$ cat config.mk
export PLATFORM = sky130hd
export DESIGN_NAME = round_trip_latency_statistics
export DESIGN_NICKNAME = d
export VERILOG_FILES = /design/src/hdl/rtls_pkg.sv /design/src/hdl/round_trip_latency_statistics.sv /design/src/hdl/rtls_div.sv /design/src/hdl/rtls_sqrt.sv /design/src/hdl/rtls_datapath.sv /design/src/hdl/rtls_ctrl.sv
export SDC_FILE = /design/constraint.sdc
export NUM_CORES = 2
export LEC_CHECK = 0
export ABC_AREA = 1
export BUFFER_PORTS_ARGS = -buffer_cell sky130_fd_sc_hd__buf_4
export CORE_ASPECT_RATIO = 1.75
export CORE_MARGIN = 5
export CORE_UTILIZATION = 58
export DETAILED_ROUTE_END_ITERATION = 10
export GPL_TIMING_DRIVEN = 0
export PLACE_DENSITY = 0.78
export RECOVER_POWER = 25
export SETUP_SLACK_MARGIN = 0.5
export SLEW_MARGIN = 10
export SYNTH_ARGS = -nofsm -noshare
export SYNTH_HDL_FRONTEND = slang
export SYNTH_SLANG_ARGS = --single-unit
$ cat constraint.sdc
create_clock -name clk -period 11.25 [get_ports clk]
set_clock_uncertainty 0.15 [all_clocks]
set_input_delay 2.25 -clock clk [delete_from_list [all_inputs] [get_ports clk]]
set_output_delay 2.25 -clock clk [all_outputs]
set_load 0.03 [all_outputs]
$ cat src/hdl/rtls_pkg.sv
`timescale 1ns / 1ps
// ----------------------------------------------------------------------------
// rtls_pkg
// Shared widths, payload types, controller states and command/status groups.
// ----------------------------------------------------------------------------
package rtls_pkg;

	localparam int RTT_WIDTH   = 24;
	localparam int COUNT_WIDTH = 32;
	localparam int SUM_WIDTH   = 56;
	localparam int SQSUM_WIDTH = 64;
	localparam int DIV_WIDTH   = 64;
	localparam int RATE_WIDTH  = 16;
	localparam int ROOT_WIDTH  = DIV_WIDTH / 2;
	localparam int DIV_CNT_W   = $clog2(DIV_WIDTH);
	localparam int ROOT_CNT_W  = $clog2(ROOT_WIDTH);

	localparam logic [1:0] FUNC_REPLY = 2'd0;
	localparam logic [1:0] FUNC_NACK  = 2'd1;
	localparam logic [1:0] FUNC_TIMEOUT = 2'd2;

	typedef struct packed {
		logic [1:0]           func;
		logic [RTT_WIDTH-1:0] rtt;
	} in_t;

	typedef struct packed {
		logic [COUNT_WIDTH-1:0] sent_count;
		logic [COUNT_WIDTH-1:0] received_count;
		logic [COUNT_WIDTH-1:0] nacked_count;
		logic [RTT_WIDTH-1:0]   rtt_min;
		logic [RTT_WIDTH-1:0]   rtt_max;
		logic [RTT_WIDTH-1:0]   rtt_mean;
		logic [RTT_WIDTH-1:0]   rtt_deviation;
		logic [RATE_WIDTH-1:0]  loss_rate;
		logic [RATE_WIDTH-1:0]  nack_rate;
		logic                   rates_valid;
		logic                   rtt_valid;
	} out_t;

	typedef enum logic [1:0] {
		DIV_MEAN,
		DIV_MSQ,
		DIV_LOSS,
		DIV_NACK
	} div_sel_t;

	typedef enum logic [3:0] {
		ST_IDLE,
		ST_SQUARE,
		ST_UPDATE,
		ST_DIV_GO,
		ST_DIV_WAIT,
		ST_MUL,
		ST_VAR,
		ST_SQRT_GO,
		ST_SQRT_WAIT,
		ST_DONE
	} state_t;

	typedef struct packed {
		logic     capture;
		logic     square;
		logic     update;
		logic     div_start;
		logic     div_latch;
		div_sel_t div_sel;
		logic     mul;
		logic     var_load;
		logic     sqrt_start;
		logic     out_load;
	} cmd_t;

	typedef struct packed {
		logic div_done;
		logic sqrt_done;
		logic out_free;
	} status_t;

endpackage

$ cat src/hdl/round_trip_latency_statistics.sv
`timescale 1ns / 1ps
// ----------------------------------------------------------------------------
// round_trip_latency_statistics
// Probe outcome statistics: counts, min/max, mean, deviation and rates.
// ----------------------------------------------------------------------------
//  channel | signals                       | carries
//  in      | in_valid, in_ready, in_data   | one probe outcome per beat
//  out     | out_valid, out_ready, out_data| one statistics beat per input
//
// out_valid rises after an accept once the square, the update, four
// divisions on the shared divider, the mean squared, the variance and
// the root are done and the result register is free
// one item is in flight at a time; in_ready is high only while idle
// the result register lets the next item start while a result waits
// reset clears all totals at once; min starts at all ones
module round_trip_latency_statistics
	import rtls_pkg::*;
(
	input  logic clk,
	input  logic arst_n,
	input  logic in_valid,
	output logic in_ready,
	input  in_t  in_data,
	output logic out_valid,
	input  logic out_ready,
	output out_t out_data
);

	cmd_t    cmd;
	status_t status;

	rtls_ctrl u_ctrl (
		.clk      (clk),
		.arst_n   (arst_n),
		.in_valid (in_valid),
		.in_ready (in_ready),
		.status   (status),
		.cmd      (cmd)
	);

	rtls_datapath u_dp (
		.clk       (clk),
		.arst_n    (arst_n),
		.cmd       (cmd),
		.status    (status),
		.in_data   (in_data),
		.out_valid (out_valid),
		.out_ready (out_ready),
		.out_data  (out_data)
	);

endmodule

$ cat src/hdl/rtls_div.sv
`timescale 1ns / 1ps
// ----------------------------------------------------------------------------
// rtls_div
// Restoring divider, one quotient bit per cycle.
// ----------------------------------------------------------------------------
module rtls_div
	import rtls_pkg::*;
(
	input  logic                   clk,
	input  logic                   arst_n,
	input  logic                   start,
	input  logic [DIV_WIDTH-1:0]   dividend,
	input  logic [COUNT_WIDTH-1:0] divisor,
	output logic                   done,
	output logic [DIV_WIDTH-1:0]   quotient
);

	logic                   busy_q;
	logic                   done_q;
	logic [DIV_CNT_W-1:0]   cnt_q;
	logic [COUNT_WIDTH-1:0] rem_q;
	logic [DIV_WIDTH-1:0]   quo_q;
	logic [COUNT_WIDTH-1:0] div_q;
	logic [COUNT_WIDTH:0]   shifted;
	logic                   ge;

	assign shifted = {rem_q, quo_q[DIV_WIDTH-1]};
	assign ge      = shifted >= {1'b0, div_q};

	always_ff @(posedge clk or negedge arst_n) begin
		if (!arst_n) begin
			busy_q <= 1'b0;
			done_q <= 1'b0;
			cnt_q  <= '0;
		end else begin
			done_q <= 1'b0;
			if (start) begin
				busy_q <= 1'b1;
				cnt_q  <= '0;
			end else if (busy_q) begin
				cnt_q <= cnt_q + 1'b1;
				if (cnt_q == DIV_CNT_W'(DIV_WIDTH - 1)) begin
					busy_q <= 1'b0;
					done_q <= 1'b1;
				end
			end
		end
	end

	always_ff @(posedge clk) begin
		if (start) begin
			rem_q <= '0;
			quo_q <= dividend;
			div_q <= divisor;
		end else if (busy_q) begin
			rem_q <= ge ? COUNT_WIDTH'(shifted - {1'b0, div_q}) : shifted[COUNT_WIDTH-1:0];
			quo_q <= {quo_q[DIV_WIDTH-2:0], ge};
		end
	end

	assign done     = done_q;
	assign quotient = quo_q;

endmodule

$ cat src/hdl/rtls_sqrt.sv
`timescale 1ns / 1ps
// ----------------------------------------------------------------------------
// rtls_sqrt
// Integer square root, one root bit per cycle.
// ----------------------------------------------------------------------------
module rtls_sqrt
	import rtls_pkg::*;
(
	input  logic                  clk,
	input  logic                  arst_n,
	input  logic                  start,
	input  logic [DIV_WIDTH-1:0]  value,
	output logic                  done,
	output logic [ROOT_WIDTH-1:0] root
);

	logic                  busy_q;
	logic                  done_q;
	logic [ROOT_CNT_W-1:0] cnt_q;
	logic [ROOT_WIDTH+1:0] rem_q;
	logic [ROOT_WIDTH-1:0] root_q;
	logic [DIV_WIDTH-1:0]  val_q;
	logic [ROOT_WIDTH+3:0] shifted;
	logic [ROOT_WIDTH+3:0] trial;
	logic                  ge;

	assign shifted = {rem_q, val_q[DIV_WIDTH-1 -: 2]};
	assign trial   = {2'b00, root_q, 2'b01};
	assign ge      = shifted >= trial;

	always_ff @(posedge clk or negedge arst_n) begin
		if (!arst_n) begin
			busy_q <= 1'b0;
			done_q <= 1'b0;
			cnt_q  <= '0;
		end else begin
			done_q <= 1'b0;
			if (start) begin
				busy_q <= 1'b1;
				cnt_q  <= '0;
			end else if (busy_q) begin
				cnt_q <= cnt_q + 1'b1;
				if (cnt_q == ROOT_CNT_W'(ROOT_WIDTH - 1)) begin
					busy_q <= 1'b0;
					done_q <= 1'b1;
				end
			end
		end
	end

	always_ff @(posedge clk) begin
		if (start) begin
			rem_q  <= '0;
			root_q <= '0;
			val_q  <= value;
		end else if (busy_q) begin
			rem_q  <= ge ? (ROOT_WIDTH+2)'(shifted - trial) : shifted[ROOT_WIDTH+1:0];
			root_q <= {root_q[ROOT_WIDTH-2:0], ge};
			val_q  <= {val_q[DIV_WIDTH-3:0], 2'b00};
		end
	end

	assign done = done_q;
	assign root = root_q;

endmodule

$ cat src/hdl/rtls_datapath.sv
`timescale 1ns / 1ps
// ----------------------------------------------------------------------------
// rtls_datapath
// Running totals, shared divider and square root, and the result register.
// ----------------------------------------------------------------------------
module rtls_datapath
	import rtls_pkg::*;
(
	input  logic    clk,
	input  logic    arst_n,
	input  cmd_t    cmd,
	output status_t status,
	input  in_t     in_data,
	output logic    out_valid,
	input  logic    out_ready,
	output out_t    out_data
);

	logic [1:0]             func_q;
	logic [RTT_WIDTH-1:0]   rtt_q;
	logic [2*RTT_WIDTH-1:0] sq_q;
	logic [COUNT_WIDTH-1:0] sent_q, recv_q, nack_q;
	logic [RTT_WIDTH-1:0]   min_q, max_q;
	logic [SUM_WIDTH-1:0]   sum_q;
	logic [SQSUM_WIDTH-1:0] sqsum_q;
	logic [RTT_WIDTH-1:0]   mean_q;
	logic [DIV_WIDTH-1:0]   msq_q;
	logic [RATE_WIDTH-1:0]  loss_q, nrate_q;
	logic [2*RTT_WIDTH-1:0] m2_q;
	logic [DIV_WIDTH-1:0]   var_q;
	logic                   out_valid_q;
	out_t                   out_q;

	logic [SUM_WIDTH:0]     sum_next;
	logic [SQSUM_WIDTH:0]   sqsum_next;
	logic [COUNT_WIDTH:0]   done_cnt;
	logic [COUNT_WIDTH-1:0] lost;
	logic [DIV_WIDTH-1:0]   dividend;
	logic [COUNT_WIDTH-1:0] divisor;
	logic [DIV_WIDTH-1:0]   quotient;
	logic [ROOT_WIDTH-1:0]  root;
	logic [RATE_WIDTH-1:0]  rate_sat;

	function automatic logic [COUNT_WIDTH-1:0] count_up(input logic [COUNT_WIDTH-1:0] c);
		return (&c) ? c : c + 1'b1;
	endfunction

	assign sum_next   = {1'b0, sum_q} + (SUM_WIDTH+1)'(rtt_q);
	assign sqsum_next = {1'b0, sqsum_q} + (SQSUM_WIDTH+1)'(sq_q);

	// received plus nacked can pass sent once counters saturate
	assign done_cnt = {1'b0, recv_q} + {1'b0, nack_q};
	assign lost     = (done_cnt >= {1'b0, sent_q}) ? '0 : COUNT_WIDTH'({1'b0, sent_q} - done_cnt);

	always_comb begin
		unique case (cmd.div_sel)
			DIV_MEAN: begin
				dividend = DIV_WIDTH'(sum_q);
				divisor  = recv_q;
			end
			DIV_MSQ: begin
				dividend = DIV_WIDTH'(sqsum_q);
				divisor  = recv_q;
			end
			DIV_LOSS: begin
				dividend = DIV_WIDTH'({lost, {RATE_WIDTH{1'b0}}});
				divisor  = sent_q;
			end
			DIV_NACK: begin
				dividend = DIV_WIDTH'({nack_q, {RATE_WIDTH{1'b0}}});
				divisor  = sent_q;
			end
			default: begin
				dividend = '0;
				divisor  = '0;
			end
		endcase
	end

	assign rate_sat = (|quotient[DIV_WIDTH-1:RATE_WIDTH]) ? '1 : quotient[RATE_WIDTH-1:0];

	rtls_div u_div (
		.clk      (clk),
		.arst_n   (arst_n),
		.start    (cmd.div_start),
		.dividend (dividend),
		.divisor  (divisor),
		.done     (status.div_done),
		.quotient (quotient)
	);

	rtls_sqrt u_sqrt (
		.clk    (clk),
		.arst_n (arst_n),
		.start  (cmd.sqrt_start),
		.value  (var_q),
		.done   (status.sqrt_done),
		.root   (root)
	);

	always_ff @(posedge clk or negedge arst_n) begin
		if (!arst_n) begin
			sent_q  <= '0;
			recv_q  <= '0;
			nack_q  <= '0;
			min_q   <= '1;
			max_q   <= '0;
			sum_q   <= '0;
			sqsum_q <= '0;
		end else if (cmd.update) begin
			unique case (func_q)
				FUNC_REPLY: begin
					sent_q <= count_up(sent_q);
					recv_q <= count_up(recv_q);
					if (rtt_q < min_q) min_q <= rtt_q;
					if (rtt_q > max_q) max_q <= rtt_q;
					sum_q   <= sum_next[SUM_WIDTH] ? '1 : sum_next[SUM_WIDTH-1:0];
					sqsum_q <= sqsum_next[SQSUM_WIDTH] ? '1 : sqsum_next[SQSUM_WIDTH-1:0];
				end
				FUNC_NACK: begin
					sent_q <= count_up(sent_q);
					nack_q <= count_up(nack_q);
				end
				FUNC_TIMEOUT: begin
					sent_q <= count_up(sent_q);
				end
				default: begin
				end
			endcase
		end
	end

	always_ff @(posedge clk) begin
		if (cmd.capture) begin
			func_q <= in_data.func;
			rtt_q  <= in_data.rtt;
		end
		if (cmd.square) sq_q <= rtt_q * rtt_q;
		if (cmd.div_latch) begin
			unique case (cmd.div_sel)
				DIV_MEAN: mean_q <= (|quotient[DIV_WIDTH-1:RTT_WIDTH]) ? '1
					: quotient[RTT_WIDTH-1:0];
				DIV_MSQ:  msq_q   <= quotient;
				DIV_LOSS: loss_q  <= rate_sat;
				DIV_NACK: nrate_q <= rate_sat;
				default: begin
				end
			endcase
		end
		if (cmd.mul) m2_q <= mean_q * mean_q;
		if (cmd.var_load) var_q <= (msq_q > DIV_WIDTH'(m2_q)) ? msq_q - DIV_WIDTH'(m2_q) : '0;
		if (cmd.out_load) begin
			out_q.sent_count     <= sent_q;
			out_q.received_count <= recv_q;
			out_q.nacked_count   <= nack_q;
			out_q.rates_valid    <= |sent_q;
			out_q.rtt_valid      <= |recv_q;
			out_q.loss_rate      <= (|sent_q) ? loss_q : '0;
			out_q.nack_rate      <= (|sent_q) ? nrate_q : '0;
			out_q.rtt_min        <= (|recv_q) ? min_q : '0;
			out_q.rtt_max        <= (|recv_q) ? max_q : '0;
			out_q.rtt_mean       <= (|recv_q) ? mean_q : '0;
			out_q.rtt_deviation  <= !(|recv_q) ? '0
				: (|root[ROOT_WIDTH-1:RTT_WIDTH]) ? '1 : root[RTT_WIDTH-1:0];
		end
	end

	always_ff @(posedge clk or negedge arst_n) begin
		if (!arst_n) begin
			out_valid_q <= 1'b0;
		end else if (cmd.out_load) begin
			out_valid_q <= 1'b1;
		end else if (out_ready) begin
			out_valid_q <= 1'b0;
		end
	end

	assign status.out_free = !out_valid_q || out_ready;
	assign out_valid       = out_valid_q;
	assign out_data        = out_q;

endmodule

$ cat src/hdl/rtls_ctrl.sv
`timescale 1ns / 1ps
// ----------------------------------------------------------------------------
// rtls_ctrl
// Sequencer: square, update, four divisions, mean squared, variance, root, result hand-off.
// ----------------------------------------------------------------------------
module rtls_ctrl
	import rtls_pkg::*;
(
	input  logic    clk,
	input  logic    arst_n,
	input  logic    in_valid,
	output logic    in_ready,
	input  status_t status,
	output cmd_t    cmd
);

	state_t   state_q, state_d;
	div_sel_t sel_q, sel_d;

	always_ff @(posedge clk or negedge arst_n) begin
		if (!arst_n) begin
			state_q <= ST_IDLE;
			sel_q   <= DIV_MEAN;
		end else begin
			state_q <= state_d;
			sel_q   <= sel_d;
		end
	end

	always_comb begin
		state_d     = state_q;
		sel_d       = sel_q;
		cmd         = '0;
		cmd.div_sel = sel_q;
		in_ready    = 1'b0;
		unique case (state_q)
			ST_IDLE: begin
				in_ready = 1'b1;
				if (in_valid) begin
					cmd.capture = 1'b1;
					state_d     = ST_SQUARE;
				end
			end
			ST_SQUARE: begin
				cmd.square = 1'b1;
				state_d    = ST_UPDATE;
			end
			ST_UPDATE: begin
				cmd.update = 1'b1;
				sel_d      = DIV_MEAN;
				state_d    = ST_DIV_GO;
			end
			ST_DIV_GO: begin
				cmd.div_start = 1'b1;
				state_d       = ST_DIV_WAIT;
			end
			ST_DIV_WAIT: begin
				if (status.div_done) begin
					cmd.div_latch = 1'b1;
					if (sel_q == DIV_NACK) begin
						state_d = ST_MUL;
					end else begin
						sel_d   = div_sel_t'(sel_q + 2'd1);
						state_d = ST_DIV_GO;
					end
				end
			end
			ST_MUL: begin
				cmd.mul = 1'b1;
				state_d = ST_VAR;
			end
			ST_VAR: begin
				cmd.var_load = 1'b1;
				state_d      = ST_SQRT_GO;
			end
			ST_SQRT_GO: begin
				cmd.sqrt_start = 1'b1;
				state_d        = ST_SQRT_WAIT;
			end
			ST_SQRT_WAIT: begin
				if (status.sqrt_done) state_d = ST_DONE;
			end
			ST_DONE: begin
				// hold until the result register is free
				if (status.out_free) begin
					cmd.out_load = 1'b1;
					state_d      = ST_IDLE;
				end
			end
			default: begin
				state_d = ST_IDLE;
			end
		endcase
	end

endmodule

## Yosys cells after proc, flatten, opt, wreduce, memory -nomap -nowiden

Cells that the tools add are included.
W data, S select, Z words.

- Shift operators: 0
- Add/subtract/negate cells: 13
- Magnitude comparators: 6
- Multiply operators: 2
- Equality and inequality tests: 21
- Reduce and logical (&&, ||, !) cells: 32
- Mux-type cells: 53
- Bitwise gates (word level): 3
- Divide/modulo/power cells: 0

Operator list:

| operator | count |
|---|---|
| $mux W64 | 5 |
| $pmux W64 S4 | 1 |
| $add A32 B1 Y32 const B | 3 |
| $mul A24 B24 Y48 | 2 |
| $reduce_and A32 Y1 | 3 |
| $ge A33 B32 Y1 | 2 |
| $add A64 B48 Y65 | 1 |
| $gt A64 B48 Y1 | 1 |
| $mux W32 | 2 |
| $pmux W32 S2 | 1 |
| $reduce_or A32 Y1 | 2 |
| $sub A32 B32 Y32 | 2 |
| $sub A64 B48 Y64 | 1 |
| $add A56 B24 Y57 | 1 |
| $mux W56 | 1 |
| $reduce_or A48 Y1 | 1 |
| $pmux W4 S10 | 1 |
| $reduce_or A40 Y1 | 1 |
| $ge A36 B34 Y1 | 1 |
| $mux W34 | 1 |
| $sub A34 B34 Y34 | 1 |
| $add A32 B32 Y33 | 1 |
| $mux W1 | 27 |
| $gt A24 B24 Y1 | 1 |
| 34 further kinds | 67 |

- Bits in latches: 0
- Bits in registers: 1076
- Word-level logic and storage cells: 172
- Memory bits (read-only): 0
- Bits in writable memories: 0
- Memories kept: 0

## Depth between registers and ports, before layout

- Depth after elaboration: 5
- Mapped depth: 33
- Mapped depth without buffers: 31

## Cells and area by module

Synthesis repeated with hierarchy kept, for this count alone.

- Cells, all modules: 11594
- Area total of the unflattened synthesis: 96095.9 um^2

By module, submodules not included:

| module | times used | area each (um^2) | cells each |
|---|---|---|---|
| rtls_datapath | 1 | 79455.0 | 9290 |
| rtls_div | 1 | 8242.9 | 1130 |
| rtls_sqrt | 1 | 7920.1 | 1096 |
| rtls_ctrl | 1 | 478.0 | 78 |

## Least setup slack after synthesis

No wires, ideal clock.

- Path kind: input port to flip-flop
- From: in out_ready
- To: reg u_dp.out_q (netlist bit u_dp.out_data[0]), enable pin
- Path buffers: 0
- Stages: 2
- Path slack: -1.330 ns
- Required time: 10.285 ns
- Data arrival time: 11.615 ns
- Path through: nor2_1 > nor2_1

RTL lines:

| element | line | RTL |
|---|---|---|
| start, declared | round_trip_latency_statistics.sv:25 | `input logic out_ready,` |
| end, declared | rtls_datapath.sv:32 | `out_t out_q;` |

## Worst setup path after layout

- From: reg u_dp.rtt_q[14]
- To: reg u_dp.sq_q[43] (data pin)

- Longest elaborated chain between the ends: 1

RTL lines:

| element | line | RTL |
|---|---|---|
| start, declared | rtls_datapath.sv:20 | `logic [RTT_WIDTH-1:0] rtt_q;` |
| start signal, assigned | rtls_datapath.sv:136 | `rtt_q <= in_data.rtt;` |
| $mul A24 B24 Y48 | rtls_datapath.sv:138 | `if (cmd.square) sq_q <= rtt_q * rtt_q;` |
| end signal, assigned | rtls_datapath.sv:138 |  |
| end, declared | rtls_datapath.sv:21 | `logic [2*RTT_WIDTH-1:0] sq_q;` |

No other way between the ends.
A chain may end at the register's enable or synchronous reset.

==> flow_summary.json <==
{
  "status": "finished, violations left",
  "violations": "capacitance limit, slew limit",
  "finalNetCount": 13151,
  "area_delta_synth_final_pct": 8.99,
  "clock_path_buffers": 3,
  "finalCritPeriodShare_pct": 82.7,
  "clk_pin_slew_ps": 70,
  "antenna_found_initial": 15,
  "slew_viol_final": 369,
  "final_area_um2": 103000,
  "rrSetupSlack_ps": 1950,
  "wl_per_cell_um": 24.7,
  "setup_viol": 0,
  "portBuffers": 257,
  "synth_area_um2": 94800,
  "synthesis.nets": 12763,
  "vias": 79697,
  "ant_nets": 0,
  "critPathKind": "reg -> reg",
  "drive_gt1_share_pct": 5.88,
  "setup-tns-final_ps": 0,
  "regToRegStartpoint": "u_dp.rtt_q[14]",
  "io-pin-count": 258,
  "reg2reg_depth": 24,
  "dieArea_um2": 172000,
  "period_needed_ps": 9300,
  "crit_arrival_ps": 9610,
  "hold_buffers": 0,
  "root_buffer": "clkbuf_16",
  "worst_setup_path_end_kind": "flip-flop",
  "synth_flop_cell": "edfxtp_1",
  "grt_pass1_vias": 83411,
  "cap_violations": 9,
  "nFillCells": 14052,
  "dr.pass1.iters": 9,
  "die_y_um": 545,
  "max_clock_freq_ghz": 0.108,
  "ys_types": 72,
  "wirelength_mm": 342,
  "die_w_um": 316,
  "synthArstFlopShare_pct": 26.6,
  "grt_pass1_wl_mm": 503,
  "h-tree-depth": 3,
  "drtIter0Drc": 6789,
  "synth-edff-count": 690,
  "hold_slack_ps": 310,
  "cts_setup_buffers": 0,
  "cts_tree": "yes",
  "hold_start": "u_dp.u_div.quotient[2]",
  "grt_usage_pct": 39.6,
  "dp_hpwl_mm": 281,
  "gp_congestion": 1.04,
  "coreArea_um2": 163000,
  "start_util_pct": 58.2,
  "hold_depth": 0,
  "crit_fanout": 10,
  "ys_seq_elements": 1074,
  "setup_ws_ps": 1950,
  "grt_start_max_net_pins": 100,
  "min_to": "u_dp.msq_q[2]",
  "dpl_cell_area_um2": 100000,
  "required_ps": 11560,
  "hold_class": "reg -> reg",
  "max_slew_margin_pct": -277,
  "grt_remaining_overflow": 0,
  "cts_resized": 0,
  "drc_errors": 0,
  "startpoint_type": "flip-flop",
  "place_ws_ps": 2210,
  "clk-insertion-delay-late_ps": 770,
  "drt-vias-per-instance": 5.76,
  "synthCells": 11174,
  "worst_pin_slew_ps": 5650,
  "hold_viol_final": 0,
  "cts_made_buffers": 103,
  "syn_avg_cell_area_um2": 8.49,
  "yosysWarningCount": 0,
  "num_rows": 196,
  "rsz0062_at_grt": "no",
  "reg2reg_to": "u_dp.sq_q[43]",
  "yosysSeqAreaShare_pct": 31.5,
  "numClockSinks": 1074
}
[metal layers]
metal / up-vias / track usage [%] / wire length, um
met2: 3712 / 70.6 / 172000
met1: 38408 / 39.3 / 107000
met3: 1570 / 6.15 / 22400
met4: 6 / 35.6 / 40400
li1: 36001 / - / -
met5: - / 0 / 46
[worst max-delay path, stage by stage (launching register included)]
cell and delay, ps:
edfxtp_1 990, clkbuf_1 880, nand2_1 300, fa_1 630, inv_1 60, fa_1 480, inv_1 60, fa_1 480
fa_1 600, inv_1 70, fa_1 500, fa_1 510, inv_1 50, fa_1 730, inv_1 90, ha_1 380
nand2_1 100, inv_1 80, nand2_1 80, nor3_1 290, nand4_1 130, o21ai_0 770, a21oi_1 230, o211ai_1 260
xor2_1 120
[stage by stage]
stage,std cells,utilization (%)
2_1_floorplan,11174,-
3_3_place_gp,13609,61.1
3_5_place_dp,13635,61.5
4_1_cts,13830,63.6
5_1_grt,13831,63.5
6_report,13837,63.5
[sequential cells by signal (all words and copies together), names as in the netlist, 47 cells and up]
register,flops
u_dp.out_data,226
u_dp.msq_q,64
u_dp.sqsum_q,64
u_dp.u_div.quotient,64
u_dp.u_sqrt.val_q,64
u_dp.var_q,64
u_dp.sum_q,56
u_dp.m2_q,47
u_dp.sq_q,47
[cell families (layout without fill, tap and decap cells)]
logic type | count (synthesis) | count (layout) | share of synthesized area (%)
simple gates | 3841 | 3841 | 16.8
buf+inv | 2767 | 3245 | 11.1
fa+ha+maj | 1559 | 1559 | 27.4
compound gates | 1521 | 1521 | 9.32
flops | 1074 | 1074 | 31.5
xor+xnor | 412 | 412 | 3.80
other cells | 0 | 7 | 0
[Yosys cell counts, drive strengths merged (21+ instances only)]
master  instances  area (um^2)
a21boi         21          158
a21o           59          443
a21oi         584         3010
a221oi         39          342
a22oi          29          218
a31oi          59          369
buf            62          407
clkbuf        204          766
dfrtp         262         6560
dfstp          24          631
dfxtp          98         1960
edfxtp        690        20700
fa            862        17300
ha            697         8720
inv          2498         9380
nand2        2336         8870
nand3         285         1500
nand4         123          785
nor2          843         3340
nor3          138          716
nor4           70          450
o211ai         42          315
o21a           40          300
o21ai         494         2510
o21bai         45          349
o22ai          49          307
or2            22          138
xnor2         138         1210
xor2          274         2400
[placed cells by master, fill, tap and decap left out, drive strengths merged, types with 42 or more instances in the layout]
cell / n
a31oi: 59
buf: 308
a21o: 59
o22ai: 49
nand3: 285
o21ai: 494
o21bai: 45
nor2: 843
dfxtp: 98
ha: 697
xor2: 274
clkinv: 44
xnor2: 138
dfrtp: 262
nand2: 2336
fa: 862
inv: 2518
a21oi: 584
nor4: 70
nor3: 138
clkbuf: 366
edfxtp: 690
o211ai: 42
nand4: 123
[worst max-delay path by stage]
stage,slack [ps],depth (start not counted),to,start
2_1_floorplan,2450,2,u_dp.out_data[0],out_ready
4_1_cts,2140,24,u_dp.sq_q[47],u_dp.rtt_q[14]
3_5_place_dp,2210,24,u_dp.sq_q[47],u_dp.rtt_q[14]
6_report,1950,24,u_dp.sq_q[43],u_dp.rtt_q[14]
5_1_grt,1730,24,u_dp.sq_q[47],u_dp.rtt_q[14]
3_3_place_gp,-620,3,u_dp.out_data[83],out_ready
[area by class of cell]
type | count | area (um^2) | share of cell area, %
antenna | 7 | 17.5 | 0.0169
buffer | 266 | 1170 | 1.13
clock buffer | 125 | 2800 | 2.70
clock inverter | 70 | 704 | 0.682
inverter | 2501 | 9390 | 9.09
multi-input combinational | 7333 | 54400 | 52.6
sequential | 1074 | 29900 | 28.9
tap | 2178 | 2730 | 2.64
timing repair buffer | 283 | 2300 | 2.22
Power is left out: the tool's default activity adds up to more than one toggle a clock period on the data nets, which glitch-free logic cannot reach.
